==> config.mk <==
export PLATFORM = sky130hd
export DESIGN_NAME = fuzzy_gain_scheduler_core
export DESIGN_NICKNAME = d
export VERILOG_FILES = /design/src/fgs_pkg.sv /design/src/fgs_fuzzify.sv /design/src/fgs_rules.sv /design/src/fgs_divider.sv /design/src/fuzzy_gain_scheduler_core.sv
export SDC_FILE = /design/constraint.sdc
export NUM_CORES = 2
export LEC_CHECK = 0
export BUFFER_PORTS_ARGS = -buffer_cell sky130_fd_sc_hd__clkbuf_2
export CORE_UTILIZATION = 49
export DETAILED_ROUTE_END_ITERATION = 8
export PLACE_DENSITY = 0.73
export SLEW_MARGIN = 15
export SYNTH_ARGS = -nofsm -noshare
export SYNTH_HDL_FRONTEND = slang
export SYNTH_HIERARCHICAL = 1
export SYNTH_SLANG_ARGS = --single-unit
export TNS_END_PERCENT = 30
==> constraint.sdc <==
create_clock -name clk -period 7 [get_ports clk]
set_input_delay 0.7 -clock clk [delete_from_list [all_inputs] [get_ports clk]]
set_output_delay 0.7 -clock clk [all_outputs]
set_load 0.005 [all_outputs]
==> src/fgs_pkg.sv <==
// ----------------------------------------------------------------------------
// fgs_pkg
// Shared widths, breakpoint and reciprocal tables, rule ROMs and payload types
// for the fuzzy gain scheduler pipeline.
// ----------------------------------------------------------------------------
package fgs_pkg;

	localparam int unsigned SEG_N       = 5;
	localparam int unsigned IDX_W       = 3;
	localparam int unsigned SEG_W       = 2;
	localparam int unsigned VAL_W       = 16;
	localparam int unsigned MAG_W       = 17;
	localparam int unsigned BP_W        = 10;
	localparam int unsigned BELOW_W     = 8;
	localparam int unsigned RECIP_W     = 24;
	localparam int unsigned RECIP_SHIFT = 20;
	localparam int unsigned PROD_M_W    = 32;
	localparam int unsigned MEMB_W      = 7;
	localparam int unsigned LVL_W       = 11;
	localparam int unsigned PROD_W      = LVL_W + MEMB_W;
	localparam int unsigned NUM_W       = 20;
	localparam int unsigned DEN_W       = 9;
	localparam int unsigned TRY_W       = NUM_W + 1;
	localparam int unsigned GAIN_W      = 11;
	localparam int unsigned DIV_STEPS   = GAIN_W;
	localparam int unsigned FRONT_STAGES = 5;
	localparam int unsigned STAGES      = FRONT_STAGES + DIV_STEPS;

	localparam logic [MEMB_W-1:0] MEMB_FULL = 7'd100;
	localparam logic [IDX_W-1:0]  IDX_LAST  = 3'd4;
	localparam logic [GAIN_W-1:0] GAIN_MAX  = 11'd1900;

	typedef logic [0:SEG_N-1][BP_W-1:0]         bp_set_t;
	typedef logic [0:SEG_N-2][RECIP_W-1:0]      recip_set_t;
	typedef logic [0:SEG_N-1][LVL_W-1:0]        lvl_set_t;
	typedef logic [0:SEG_N-1][0:SEG_N-1][IDX_W-1:0] rule_rom_t;

	typedef struct packed {
		logic [IDX_W-1:0]  idx_lo;
		logic [IDX_W-1:0]  idx_hi;
		logic [MEMB_W-1:0] memb_lo;
		logic [MEMB_W-1:0] memb_hi;
	} fuzz_t;

	localparam bp_set_t ERR_BP [2] = '{
		'{10'd0, 10'd150, 10'd350, 10'd500, 10'd700},
		'{10'd0, 10'd200, 10'd300, 10'd400, 10'd500}
	};
	localparam bp_set_t RATE_BP [2] = '{
		'{10'd0, 10'd10, 10'd20, 10'd40, 10'd90},
		'{10'd0, 10'd8, 10'd16, 10'd32, 10'd64}
	};

	// ceil(100 * 2^20 / segment width)
	localparam recip_set_t ERR_RC [2] = '{
		'{24'd699051, 24'd524288, 24'd699051, 24'd524288},
		'{24'd524288, 24'd1048576, 24'd1048576, 24'd1048576}
	};
	localparam recip_set_t RATE_RC [2] = '{
		'{24'd10485760, 24'd10485760, 24'd5242880, 24'd2097152},
		'{24'd13107200, 24'd13107200, 24'd6553600, 24'd3276800}
	};

	localparam lvl_set_t LVL_P [2] = '{
		'{11'd25, 11'd40, 11'd50, 11'd60, 11'd70},
		'{11'd0, 11'd10, 11'd20, 11'd40, 11'd80}
	};
	localparam lvl_set_t LVL_D [2] = '{
		'{11'd300, 11'd700, 11'd1100, 11'd1500, 11'd1900},
		'{11'd0, 11'd20, 11'd80, 11'd200, 11'd400}
	};

	localparam rule_rom_t ROM_P [2] = '{
		'{'{3'd0, 3'd1, 3'd2, 3'd3, 3'd4}, '{3'd0, 3'd1, 3'd2, 3'd3, 3'd4},
		  '{3'd1, 3'd1, 3'd3, 3'd3, 3'd4}, '{3'd1, 3'd2, 3'd3, 3'd4, 3'd4},
		  '{3'd2, 3'd3, 3'd3, 3'd4, 3'd4}},
		'{'{3'd0, 3'd1, 3'd2, 3'd3, 3'd4}, '{3'd0, 3'd1, 3'd2, 3'd3, 3'd4},
		  '{3'd0, 3'd1, 3'd2, 3'd3, 3'd4}, '{3'd1, 3'd1, 3'd2, 3'd3, 3'd4},
		  '{3'd1, 3'd2, 3'd3, 3'd3, 3'd4}}
	};
	localparam rule_rom_t ROM_D [2] = '{
		'{'{3'd0, 3'd1, 3'd1, 3'd2, 3'd2}, '{3'd0, 3'd1, 3'd1, 3'd2, 3'd2},
		  '{3'd1, 3'd1, 3'd2, 3'd3, 3'd3}, '{3'd1, 3'd2, 3'd3, 3'd3, 3'd4},
		  '{3'd2, 3'd2, 3'd3, 3'd4, 3'd4}},
		'{'{3'd0, 3'd1, 3'd1, 3'd2, 3'd2}, '{3'd0, 3'd1, 3'd2, 3'd2, 3'd3},
		  '{3'd0, 3'd1, 3'd2, 3'd3, 3'd4}, '{3'd1, 3'd1, 3'd2, 3'd3, 3'd4},
		  '{3'd1, 3'd2, 3'd3, 3'd4, 3'd4}}
	};

	// P tables index [rate][error], D tables index [error][rate]
	function automatic logic [LVL_W-1:0] rule_level(
		input logic             prop,
		input logic             ts,
		input logic [IDX_W-1:0] xi,
		input logic [IDX_W-1:0] yi
	);
		logic [LVL_W-1:0] lvl;
		if (prop) begin
			lvl = LVL_P[ts][ROM_P[ts][yi][xi]];
		end else begin
			lvl = LVL_D[ts][ROM_D[ts][xi][yi]];
		end
		return lvl;
	endfunction

endpackage

==> src/fgs_fuzzify.sv <==
// ----------------------------------------------------------------------------
// fgs_fuzzify
// Two-stage placement of one signed input magnitude among five breakpoints:
// segment search, then membership by reciprocal multiplication.
// ----------------------------------------------------------------------------
module fgs_fuzzify
	import fgs_pkg::*;
(
	input  logic                    clk,
	input  logic [1:0]              en,
	input  logic signed [VAL_W-1:0] value,
	input  bp_set_t                 bp,
	input  recip_set_t              rc,
	output fuzz_t                   fuzz_s2
);

	logic [MAG_W-1:0]   ext;
	logic [MAG_W-1:0]   mag;
	logic [SEG_W-1:0]   seg;
	logic               beyond;
	logic [BP_W-1:0]    mag_n;

	logic [SEG_W-1:0]   seg_s1;
	logic               beyond_s1;
	logic [BELOW_W-1:0] below_s1;
	logic [BELOW_W-1:0] above_s1;
	logic [RECIP_W-1:0] recip_s1;

	logic [PROD_M_W-1:0] prod_hi;
	logic [PROD_M_W-1:0] prod_lo;
	fuzz_t               fuzz_n;

	always_comb begin
		ext = {value[VAL_W-1], value};
		mag = ext[MAG_W-1] ? MAG_W'(~ext + MAG_W'(1)) : ext;
		seg = '0;
		beyond = 1'b1;
		for (int k = SEG_N - 1; k >= 1; k--) begin
			if (mag <= MAG_W'(bp[k])) begin
				seg = SEG_W'(k - 1);
				beyond = 1'b0;
			end
		end
		mag_n = mag[BP_W-1:0];
	end

	always_ff @(posedge clk) begin
		if (en[0]) begin
			seg_s1    <= seg;
			beyond_s1 <= beyond;
			below_s1  <= BELOW_W'(mag_n - bp[{1'b0, seg}]);
			above_s1  <= BELOW_W'(bp[IDX_W'({1'b0, seg}) + IDX_W'(1)] - mag_n);
			recip_s1  <= rc[seg];
		end
	end

	always_comb begin
		prod_hi = PROD_M_W'(below_s1) * PROD_M_W'(recip_s1);
		prod_lo = PROD_M_W'(above_s1) * PROD_M_W'(recip_s1);
		if (beyond_s1) begin
			fuzz_n.idx_lo  = IDX_LAST;
			fuzz_n.idx_hi  = IDX_LAST;
			fuzz_n.memb_lo = MEMB_FULL;
			fuzz_n.memb_hi = MEMB_FULL;
		end else begin
			fuzz_n.idx_lo  = {1'b0, seg_s1};
			fuzz_n.idx_hi  = IDX_W'({1'b0, seg_s1}) + IDX_W'(1);
			fuzz_n.memb_lo = prod_lo[RECIP_SHIFT +: MEMB_W];
			fuzz_n.memb_hi = prod_hi[RECIP_SHIFT +: MEMB_W];
		end
	end

	always_ff @(posedge clk) begin
		if (en[1]) begin
			fuzz_s2 <= fuzz_n;
		end
	end

endmodule

==> src/fgs_rules.sv <==
// ----------------------------------------------------------------------------
// fgs_rules
// Minimum inference over four rule cells, rule ROM lookup, weighted products
// and the numerator and weight sums.
// ----------------------------------------------------------------------------
module fgs_rules
	import fgs_pkg::*;
(
	input  logic             clk,
	input  logic [2:0]       en,
	input  fuzz_t            err,
	input  fuzz_t            rate,
	input  logic             prop,
	input  logic             ts,
	output logic [NUM_W-1:0] num_s5,
	output logic [DEN_W-1:0] den_s5
);

	logic [LVL_W-1:0]  u_s3 [4];
	logic [MEMB_W-1:0] w_s3 [4];
	logic [PROD_W-1:0] p_s4 [4];
	logic [DEN_W-1:0]  den_s4;

	function automatic logic [MEMB_W-1:0] min_m(
		input logic [MEMB_W-1:0] a,
		input logic [MEMB_W-1:0] b
	);
		return (a <= b) ? a : b;
	endfunction

	always_ff @(posedge clk) begin
		if (en[0]) begin
			u_s3[0] <= rule_level(prop, ts, err.idx_lo, rate.idx_lo);
			u_s3[1] <= rule_level(prop, ts, err.idx_lo, rate.idx_hi);
			u_s3[2] <= rule_level(prop, ts, err.idx_hi, rate.idx_lo);
			u_s3[3] <= rule_level(prop, ts, err.idx_hi, rate.idx_hi);
			w_s3[0] <= min_m(err.memb_lo, rate.memb_lo);
			w_s3[1] <= min_m(err.memb_lo, rate.memb_hi);
			w_s3[2] <= min_m(err.memb_hi, rate.memb_lo);
			w_s3[3] <= min_m(err.memb_hi, rate.memb_hi);
		end
	end

	always_ff @(posedge clk) begin
		if (en[1]) begin
			for (int i = 0; i < 4; i++) begin
				p_s4[i] <= PROD_W'(u_s3[i]) * PROD_W'(w_s3[i]);
			end
			den_s4 <= DEN_W'(w_s3[0]) + DEN_W'(w_s3[1]) + DEN_W'(w_s3[2]) + DEN_W'(w_s3[3]);
		end
	end

	always_ff @(posedge clk) begin
		if (en[2]) begin
			num_s5 <= NUM_W'(p_s4[0]) + NUM_W'(p_s4[1]) + NUM_W'(p_s4[2]) + NUM_W'(p_s4[3]);
			den_s5 <= den_s4;
		end
	end

endmodule

==> src/fgs_divider.sv <==
// ----------------------------------------------------------------------------
// fgs_divider
// Pipelined restoring divider, one quotient bit per stage, giving the
// truncated weighted average; a zero weight sum gives zero.
// ----------------------------------------------------------------------------
module fgs_divider
	import fgs_pkg::*;
(
	input  logic                 clk,
	input  logic [DIV_STEPS-1:0] en,
	input  logic [NUM_W-1:0]     num,
	input  logic [DEN_W-1:0]     den,
	output logic [GAIN_W-1:0]    gain
);

	logic [NUM_W-1:0]  rem_s [DIV_STEPS];
	logic [DEN_W-1:0]  den_s [DIV_STEPS];
	logic [GAIN_W-1:0] quo_s [DIV_STEPS];

	for (genvar k = 0; k < DIV_STEPS; k++) begin : g_step
		localparam int unsigned SH = DIV_STEPS - 1 - k;
		logic [NUM_W-1:0]  rem_in;
		logic [DEN_W-1:0]  den_in;
		logic [GAIN_W-1:0] quo_in;
		logic [TRY_W-1:0]  trial;
		logic              take;

		if (k == 0) begin : g_first
			assign rem_in = num;
			assign den_in = den;
			assign quo_in = '0;
		end else begin : g_next
			assign rem_in = rem_s[k-1];
			assign den_in = den_s[k-1];
			assign quo_in = quo_s[k-1];
		end

		assign trial = TRY_W'(den_in) << SH;
		assign take  = {1'b0, rem_in} >= trial;

		always_ff @(posedge clk) begin
			if (en[k]) begin
				rem_s[k] <= take ? NUM_W'({1'b0, rem_in} - trial) : rem_in;
				den_s[k] <= den_in;
				quo_s[k] <= {quo_in[GAIN_W-2:0], take};
			end
		end
	end

	assign gain = (den_s[DIV_STEPS-1] == '0) ? '0 : quo_s[DIV_STEPS-1];

endmodule

==> src/fuzzy_gain_scheduler_core.sv <==
// ----------------------------------------------------------------------------
// fuzzy_gain_scheduler_core
// Fuzzy PD gain scheduler: magnitude placement, min inference over four rule
// cells, rule ROM lookup and weighted-average defuzzification.
//
// Channel   Dir  Width  Contents
// s_axis    in   32+2   tdata: error_value, error_rate; tuser: gain_select, table_set
// m_axis    out  16     tdata: gain_out
//
// One beat in per cycle unless the output stalls; 2 fuzzify, 3 rule and
// sum, 11 divider stages, one quotient bit each.
// Every stage holds a valid bit; a stage advances when it is empty or the
// stage after it advances, so bubbles close up under a stall.
// arst_n clears all valid bits; payload registers are not reset.
// ----------------------------------------------------------------------------
module fuzzy_gain_scheduler_core
	import fgs_pkg::*;
(
	input  logic        clk,
	input  logic        arst_n,
	input  logic        s_axis_tvalid,
	output logic        s_axis_tready,
	input  logic [31:0] s_axis_tdata,   // [15:0] error_value, [31:16] error_rate
	input  logic [1:0]  s_axis_tuser,   // [0] gain_select, [1] table_set
	output logic        m_axis_tvalid,
	input  logic        m_axis_tready,
	output logic [15:0] m_axis_tdata    // [10:0] gain_out
);

	logic [STAGES-1:0] vld_s;
	logic [STAGES-1:0] en;

	logic              gsel_s1;
	logic              ts_s1;
	logic              gsel_s2;
	logic              ts_s2;
	logic              ts_in;

	fuzz_t             err_s2;
	fuzz_t             rate_s2;
	logic [NUM_W-1:0]  num_s5;
	logic [DEN_W-1:0]  den_s5;
	logic [GAIN_W-1:0] gain;

	assign ts_in = s_axis_tuser[1];

	assign en[STAGES-1] = !vld_s[STAGES-1] || m_axis_tready;
	for (genvar i = 0; i < STAGES - 1; i++) begin : g_en
		assign en[i] = !vld_s[i] || en[i+1];
	end

	always_ff @(posedge clk or negedge arst_n) begin
		if (!arst_n) begin
			vld_s <= '0;
		end else begin
			if (en[0]) begin
				vld_s[0] <= s_axis_tvalid;
			end
			for (int i = 1; i < STAGES; i++) begin
				if (en[i]) begin
					vld_s[i] <= vld_s[i-1];
				end
			end
		end
	end

	always_ff @(posedge clk) begin
		if (en[0]) begin
			gsel_s1 <= s_axis_tuser[0];
			ts_s1   <= ts_in;
		end
		if (en[1]) begin
			gsel_s2 <= gsel_s1;
			ts_s2   <= ts_s1;
		end
	end

	fgs_fuzzify u_err (
		.clk     (clk),
		.en      (en[1:0]),
		.value   (s_axis_tdata[15:0]),
		.bp      (ERR_BP[ts_in]),
		.rc      (ERR_RC[ts_in]),
		.fuzz_s2 (err_s2)
	);

	fgs_fuzzify u_rate (
		.clk     (clk),
		.en      (en[1:0]),
		.value   (s_axis_tdata[31:16]),
		.bp      (RATE_BP[ts_in]),
		.rc      (RATE_RC[ts_in]),
		.fuzz_s2 (rate_s2)
	);

	fgs_rules u_rules (
		.clk    (clk),
		.en     (en[4:2]),
		.err    (err_s2),
		.rate   (rate_s2),
		.prop   (gsel_s2),
		.ts     (ts_s2),
		.num_s5 (num_s5),
		.den_s5 (den_s5)
	);

	fgs_divider u_div (
		.clk  (clk),
		.en   (en[STAGES-1:FRONT_STAGES]),
		.num  (num_s5),
		.den  (den_s5),
		.gain (gain)
	);

	assign s_axis_tready = en[0];
	assign m_axis_tvalid = vld_s[STAGES-1];
	assign m_axis_tdata  = {(16 - GAIN_W)'(0), gain};

	a_gain_range: assert property (@(posedge clk) disable iff (!arst_n)
		m_axis_tvalid |-> (gain <= GAIN_MAX))
		else $error("gain above largest output level");

	a_accept_fill: assert property (@(posedge clk) disable iff (!arst_n)
		(s_axis_tvalid && s_axis_tready) |=> vld_s[0])
		else $error("accepted beat missing from first stage");

	a_blocked_full: assert property (@(posedge clk) disable iff (!arst_n)
		!s_axis_tready |-> (&vld_s))
		else $error("input blocked while pipeline has a bubble");

endmodule

After elaboration in Yosys (flattened, before gate mapping)
Memories as Yosys holds them, arrays and structs flattened.
Index checks and enable logic that the tools add are counted.
W data, S select, Z words.
{ "word_totals": {"inputBits": 38, "reg_bits": 184, "memories": 6, "wordCells": 350, "mem_bits_rw": 584} }
{ "mem_list": {"columns": ["name", "depth", "word_bits", "read_ports", "rd_clocked_by_memory_dff", "write_ports", "line", "source"], "rows": [
  ["u_div.rem_s", 11, 20, 10, 0, 11, "fgs_divider.sv:16", "logic [NUM_W-1:0] rem_s [DIV_STEPS];"],
  ["u_div.quo_s", 11, 11, 11, 0, 11, "fgs_divider.sv:18", "logic [GAIN_W-1:0] quo_s [DIV_STEPS];"],
  ["u_div.den_s", 11, 9, 11, 0, 11, "fgs_divider.sv:17", "logic [DEN_W-1:0] den_s [DIV_STEPS];"],
  ["u_rules.p_s4", 4, 18, 4, 0, 4, "fgs_rules.sv:21", "logic [PROD_W-1:0] p_s4 [4];"],
  ["u_rules.u_s3", 4, 11, 4, 0, 4, "fgs_rules.sv:19", "logic [LVL_W-1:0] u_s3 [4];"],
  ["u_rules.w_s3", 4, 7, 4, 0, 4, "fgs_rules.sv:20", "logic [MEMB_W-1:0] w_s3 [4];"]
]} }
{ "classes": {"n_reduce_logical": 35, "mul": 8, "add_sub_neg": 27, "order_cmp": 43, "n_bitwise": 22, "mux": 166} }
{ "ops": {"columns": ["cell", "n"], "rows": [
  ["$mux W96", 4],
  ["$mux W75", 4],
  ["$mux W11", 25],
  ["$bmux W11 S3", 8],
  ["$mux W20", 13],
  ["$mux W55", 4],
  ["$mux W50", 4],
  ["$bmux W15 S3", 4],
  ["$le A17 B10 Y1", 8],
  ["$bmux W10 S3", 4],
  ["$mux W15", 8],
  ["$mul A8 B24 Y27", 4],
  ["$mux W53", 2],
  ["$bmux W24 S2", 2],
  ["$mux W24", 4],
  ["$mux W95", 1],
  ["$mux W90", 1],
  ["$bmux W3 S3", 8],
  ["$mul A11 B7 Y18", 4],
  ["$ge A4 B4 Y1 const B", 16],
  ["$mux W8", 8],
  ["$not A3 Y4", 14],
  ["$mux W49", 1],
  ["$mux W3", 16],
  ["other kinds (47)", 134]
]} }

Longest topological paths before layout
{ "logic_depth": {"word_depth": 17, "depth_mapped": 30, "ltp_nobuf": 27} }

By module
The synthesis kept the hierarchy.
{ "by_module_without_submodules": {"columns": ["module", "area_per_inst_um2", "seq_area_each_um2", "instances", "cells_each"], "rows": [
  ["fgs_rules", 20922.6, 5465.2, 1, 2083],
  ["fgs_divider", 18019.8, 10960.5, 1, 1371],
  ["fgs_fuzzify at u_err", 14654.1, 1891.8, 1, 1653],
  ["fgs_fuzzify at u_rate", 14607.8, 1891.8, 1, 1636],
  ["fuzzy_gain_scheduler_core", 873.3, 520.5, 1, 71]
]} }

Worst setup path before layout
No wires, ideal clock.
{ "synth_path": {"path_kind": "input to register", "from": "in s_axis_tdata[0]", "to": "reg u_err.above_s1[7], data pin", "required_ns": 6.740, "n_path_buf": 4, "cell_stages": 29, "slack_ns": 0.611, "arrival_ns": 6.129, "setup_ns": 0.260, "cell_sequence": "inv_1 ha_1 or4b_4 o21ai_0 xnor2_1 ha_1 a21o_1 a21o_1 a211o_1 o21ai_0 a21oi_1 nor3b_2 buf_6 buf_6 buf_2 ha_1 clkbuf_1 nand2b_1 o22ai_1 ha_1 nor2b_1 o21ai_0 a21boi_0 o21ai_0 nand2b_1 a21o_1 a21oi_1 xnor2_1 xnor2_1"} }
{ "synth_between": {"elab_chain_cells": 14, "elab_cells_between_ends": 17, "cone_classes": "add/sub: 3; order compare: 4; mux: 8; bitwise: 2"} }
{ "synth_rtl": {"columns": ["element", "line", "source"], "rows": [
  ["start, declared", "fuzzy_gain_scheduler_core.sv:23", "input logic [31:0] s_axis_tdata,"],
  ["$not A17 Y17", "fgs_fuzzify.sv:35", "mag = ext[MAG_W-1] ? MAG_W'(~ext + MAG_W'(1)) : ext;"],
  ["$add A17 B1 Y17", "fgs_fuzzify.sv:35", null],
  ["$mux W17 (*)", "fgs_fuzzify.sv:35", null],
  ["$le A17 B10 Y1", "fgs_fuzzify.sv:39", "if (mag <= MAG_W'(bp[k])) begin"],
  ["$mux W2 (3 in a row)", "fgs_fuzzify.sv:39", null],
  ["$mux W2 (*)", "fgs_fuzzify.sv:39", null],
  ["via u_err.seg[0]", "fgs_fuzzify.sv:19", "logic [SEG_W-1:0] seg;"],
  ["$add A2 B1 Y3 (*)", "fgs_fuzzify.sv:52", "above_s1 <= BELOW_W'(bp[IDX_W'({1'b0, seg}) + IDX_W'(1)] - mag_n);"],
  ["$not A3 Y4 (implied by the code) (*)", "fgs_fuzzify.sv:52", null],
  ["$bmux W10 S3 (*)", "fgs_fuzzify.sv:52", null],
  ["$mux W8 (implied by the code) (*) (2 in a row)", "fgs_fuzzify.sv:52", null],
  ["$sub A8 B8 Y8 (*)", "fgs_fuzzify.sv:52", null],
  ["end signal, assigned", "fgs_fuzzify.sv:52", null],
  ["end, declared", "fgs_fuzzify.sv:26", "logic [BELOW_W-1:0] above_s1;"]
]} }
Mark *: on every way through the listed nets, which the timed path passes. The rest lies on a longest branch. The select of a mux whose other input is x is not followed.
A chain may end at the register's enable or synchronous reset.

Final worst setup path
{ "layout_path": {"from": "in s_axis_tdata[18]", "to": "reg u_rate.above_s1[7], data pin"} }
{ "layout_between": {"elab_chain_cells": 14, "elab_cells_between_ends": 17, "cone_classes": "add/sub: 3; order compare: 4; mux: 8; bitwise: 2"} }
{ "layout_rtl": {"columns": ["element", "line"], "rows": [
  ["$not A17 Y17", "fgs_fuzzify.sv:35"],
  ["$add A17 B1 Y17", "fgs_fuzzify.sv:35"],
  ["$mux W17 (*)", "fgs_fuzzify.sv:35"],
  ["$le A17 B10 Y1", "fgs_fuzzify.sv:39"],
  ["$mux W2 (4 in a row)", "fgs_fuzzify.sv:39"],
  ["$add A2 B1 Y3", "fgs_fuzzify.sv:52"],
  ["$not A3 Y4 (implied by the code)", "fgs_fuzzify.sv:52"],
  ["$bmux W10 S3", "fgs_fuzzify.sv:52"],
  ["$mux W8 (implied by the code) (2 in a row)", "fgs_fuzzify.sv:52"],
  ["$sub A8 B8 Y8 (*)", "fgs_fuzzify.sv:52"],
  ["end signal, assigned", "fgs_fuzzify.sv:52"],
  ["end, declared", "fgs_fuzzify.sv:26"]
]} }
Mark *: on every way between the ends. The rest lies on a longest branch, timed or not. The select of a mux whose other input is x is not followed.

==> summary.md <==
| Metric | Value |
|---|---|
| RePlAce Congestion | 0.884 |
| Clock sinks | 693 |
| Area leader, netlist | edfxtp_1 |
| Horiz. Die Dim | 377 um |
| Setup TNS | 0 ns |
| Worst-Skew Late Latency | slightly above 0.7 ns |
| Critical Path RT | between 7 and 8 ns |
| Final Skew | 0.0729 ns |
| Distinct cells, synth | 123 |
| Antenna violations before repair | 1 |
| Worst reg-to-reg setup slack | approximately 1.1 ns |
| Remaining global-route overflow | 0 |
| Core Util, Final | 0.537 |
| Root buf cell | clkbuf_16 |
| Worst relative slew slack | 0.261 |
| Synth top cells by count | inv_1, nand2_1, fa_1, edfxtp_1, ha_1 |
| Top FF cell, synth | edfxtp_1 |
| Most frequent cell after synthesis | inv_1 |
| Final #Nets | 8,409 |
| YS warnings | 6 |
| CTS HTree Levels | 3 |
| CORE AREA | 140,000 um2 |
| First-pass GRT wire length | 250 mm |
| Crit-path slowest cell | nor4_4 |
| Syn Inst Count | 6,814 |
| Die Height | about 380 um |
| Worst Hold Class | primary input to register |
| Placed cell areas | 72,200 um2 |
| CTS max path bufs | 3 |
| Dpl hpwl | 115 mm |
| Post-CTS Setup Repair Bufs | 0 |
| CTS buffer count | 79 |
| CP Capture Type | register |
| Final instance area | 75,100 um2 |
| Antenna cells | 0 |
| Setup-failing EPs final | 0 |
| Initial drt markers | 3,030 |
| #FFs+latches synth | just under 700 |
| Clock slew at reported path FFs | 0.06 ns |
| Crit path time final | 6.00 ns |
| Hold Buf Count CTS | 1 |
| Max incr delay on CP | 0.54 ns |
| Endpoint, Worst Hold | vld_s[0] |
| Reg2Reg Capture Point | u_rate/fuzz_s2[12] |
| TritonCTS clock tree | done |
| Port bufs | 50 |
| R2R cell count | 16 |
| Starting Density | 0.494 |
| I/O pin total | 56 |
| Mapped Area | 69,100 um2 |
| Max-cap violations | 0 |
| Max Transition Viols Final | 0 |
| Largest net degree at the start of global routing | 82 |
| Status | finished, final reports clean |
| Wire per inst | 16.8 um |
| Routed wire length | 151 mm |
| Peak Freq | between 150 and 200 MHz |
| ANT nets after route | 0 |
| Pre-Repair DR Iteration Count | 6 |
| Layout area overhead | 8.67% |
| Die area | 142,000 um2 |
| Avg Inst Size Synth | between 10 and 15 um2 |
| Layout cells sized above 1 | 0.0539 |
| Number of synthesized flops with an enable pin | 677 |
| Slew @ Worst Pin | 1.10 ns |
| Via/cell ratio | 5.39 |
| Hold Violations, Final | 0 |
| Global Route Usage Sum | 0.216 |
| Post-synth ARST share | 0.0231 |
| Vias | 48.4k |
| Crit path DAT | 6.39 ns |
| Post-synth top area share | 0.294 |
| Crit share post-route | 0.857 |
| Critical path fanouts, max | 26 |
| Vias in the first global route | just under 50k |
| Hold Path Origin | s_axis_tvalid |
| DRC | 0 |
| RSZ-0062 raised after global routing | no |
| Row Count | roughly 140 |
| WHS Path Cells | 2 |
| FILL cells | roughly 12k |
| RR Startpoint | u_rate/above_s1[2] |
| Startpoint Class | primary input |
| Worst Setup Path Type | primary input to register |
| Seq/Total Area, Yosys | 0.300 |
| Synth area leaders | edfxtp_1, fa_1, ha_1 |
| PostCTS Resize Cnt | 0 |
-- logic make-up after synthesis --
kind of cell,synth area share
compound gates,0.104
xor+xnor,0.0328
fa+ha+maj,0.317
buf+inv,0.0699
flops,0.300
mux,0.0237
other cells,0.000109
simple gates,0.153
-- cell type report --
class / instances / area [um2] / area share
Timing Repair Buffer: 117 / 756 / 0.0101
Clock inverter: 48 / 753 / 0.0100
Multi-Input combinational cell: 5174 / 44700 / 0.595
Sequential cell: 693 / 20700 / 0.276
Clock buffer: 94 / 2060 / 0.0275
Inverter: 994 / 3730 / 0.0497
Tap cell: 1876 / 2350 / 0.0313
-- critical path, delay by kind of cell --
kind            cells  cell delay [ns]
simple gates        4             1.02
compound gates     11             2.34
xor+xnor            3             0.71
fa+ha+maj           3             0.84
buf+inv             4             0.74
-- routing by layer --
layer | GRT usage | vias to the layer above | routed length [um]
met2 | 0.384 | 1275 | 75500
met1 | 0.277 | 23900 | 64900
met3 | 0.0292 | 234 | 7600
li1 | - | 23000 | -
met4 | 0.0542 | 2 | 3340
met5 | 0 | - | 13
-- how the worst max path moves through the flow --
| stage | startpoint | endpoint | slack (ns) | cells past startpoint |
|---|---|---|---|---|
| detailed placement | s_axis_tdata[18] | u_rate/above_s1[7] | 0.36 | 25 |
| finish | s_axis_tdata[18] | u_rate/above_s1[7] | 1.00 | 25 |
| CTS | s_axis_tdata[18] | u_rate/above_s1[7] | 1.07 | 25 |
| global route | s_axis_tdata[18] | u_rate/below_s1[7] | 0.47 | 24 |
| global placement | s_axis_tdata[18] | u_rate/above_s1[7] | 0.63 | 25 |
| floorplan | s_axis_tdata[0] | u_err/above_s1[7] | 0.61 | 29 |
-- sequential cells by signal, indices dropped and copies added (netlist names), 9 cells and up --
| name | cells |
|---|---|
| u_err/recip_s1 | 24 |
| u_err/fuzz_s2 | 20 |
| u_rules/den_s5 | 9 |
| u_div/den_s | 99 |
| u_rules/p_s4 | 72 |
| u_rate/recip_s1 | 24 |
| u_rules/num_s5 | 20 |
| u_rate/fuzz_s2 | 20 |
| u_div/rem_s | 200 |
| vld_s | 16 |
| u_rules/den_s4 | 9 |
| u_rules/w_s3 | 28 |
| u_rules/u_s3 | 44 |
| u_div/quo_s | 66 |
-- stage by stage --
stage,cells,worst slack (ns),hold slack [ns]
2_1_floorplan,7115,0.611,0.400
3_3_place_gp,8852,0.628,0.401
3_5_place_dp,8852,0.357,0.405
4_1_cts,8995,1.07,0.171
5_1_grt,8996,0.467,0.190
6_report,8996,1.00,0.224
-- placed cells by master (no fill, tap or decap), types with 46 or more instances in the layout --
cell type / count
a211oi_1: 73
a21o_1: 110
a21oi_1: 270
a31oi_1: 78
and2_1: 562
buf_4: 65
clkbuf_16: 79
clkbuf_2: 50
conb_1: 303
edfxtp_1: 677
fa_1: 732
ha_1: 580
inv_1: 986
mux2_2: 47
mux2i_1: 55
nand2_1: 789
nand2b_1: 51
nand3_1: 46
nor2_1: 239
nor2b_1: 56
nor3_1: 72
o21a_1: 48
o21ai_0: 198
xnor2_1: 166
xor2_1: 93
Power is not shown: default switching activity piles up to over one toggle a cycle in this logic, so the estimate is an artifact.
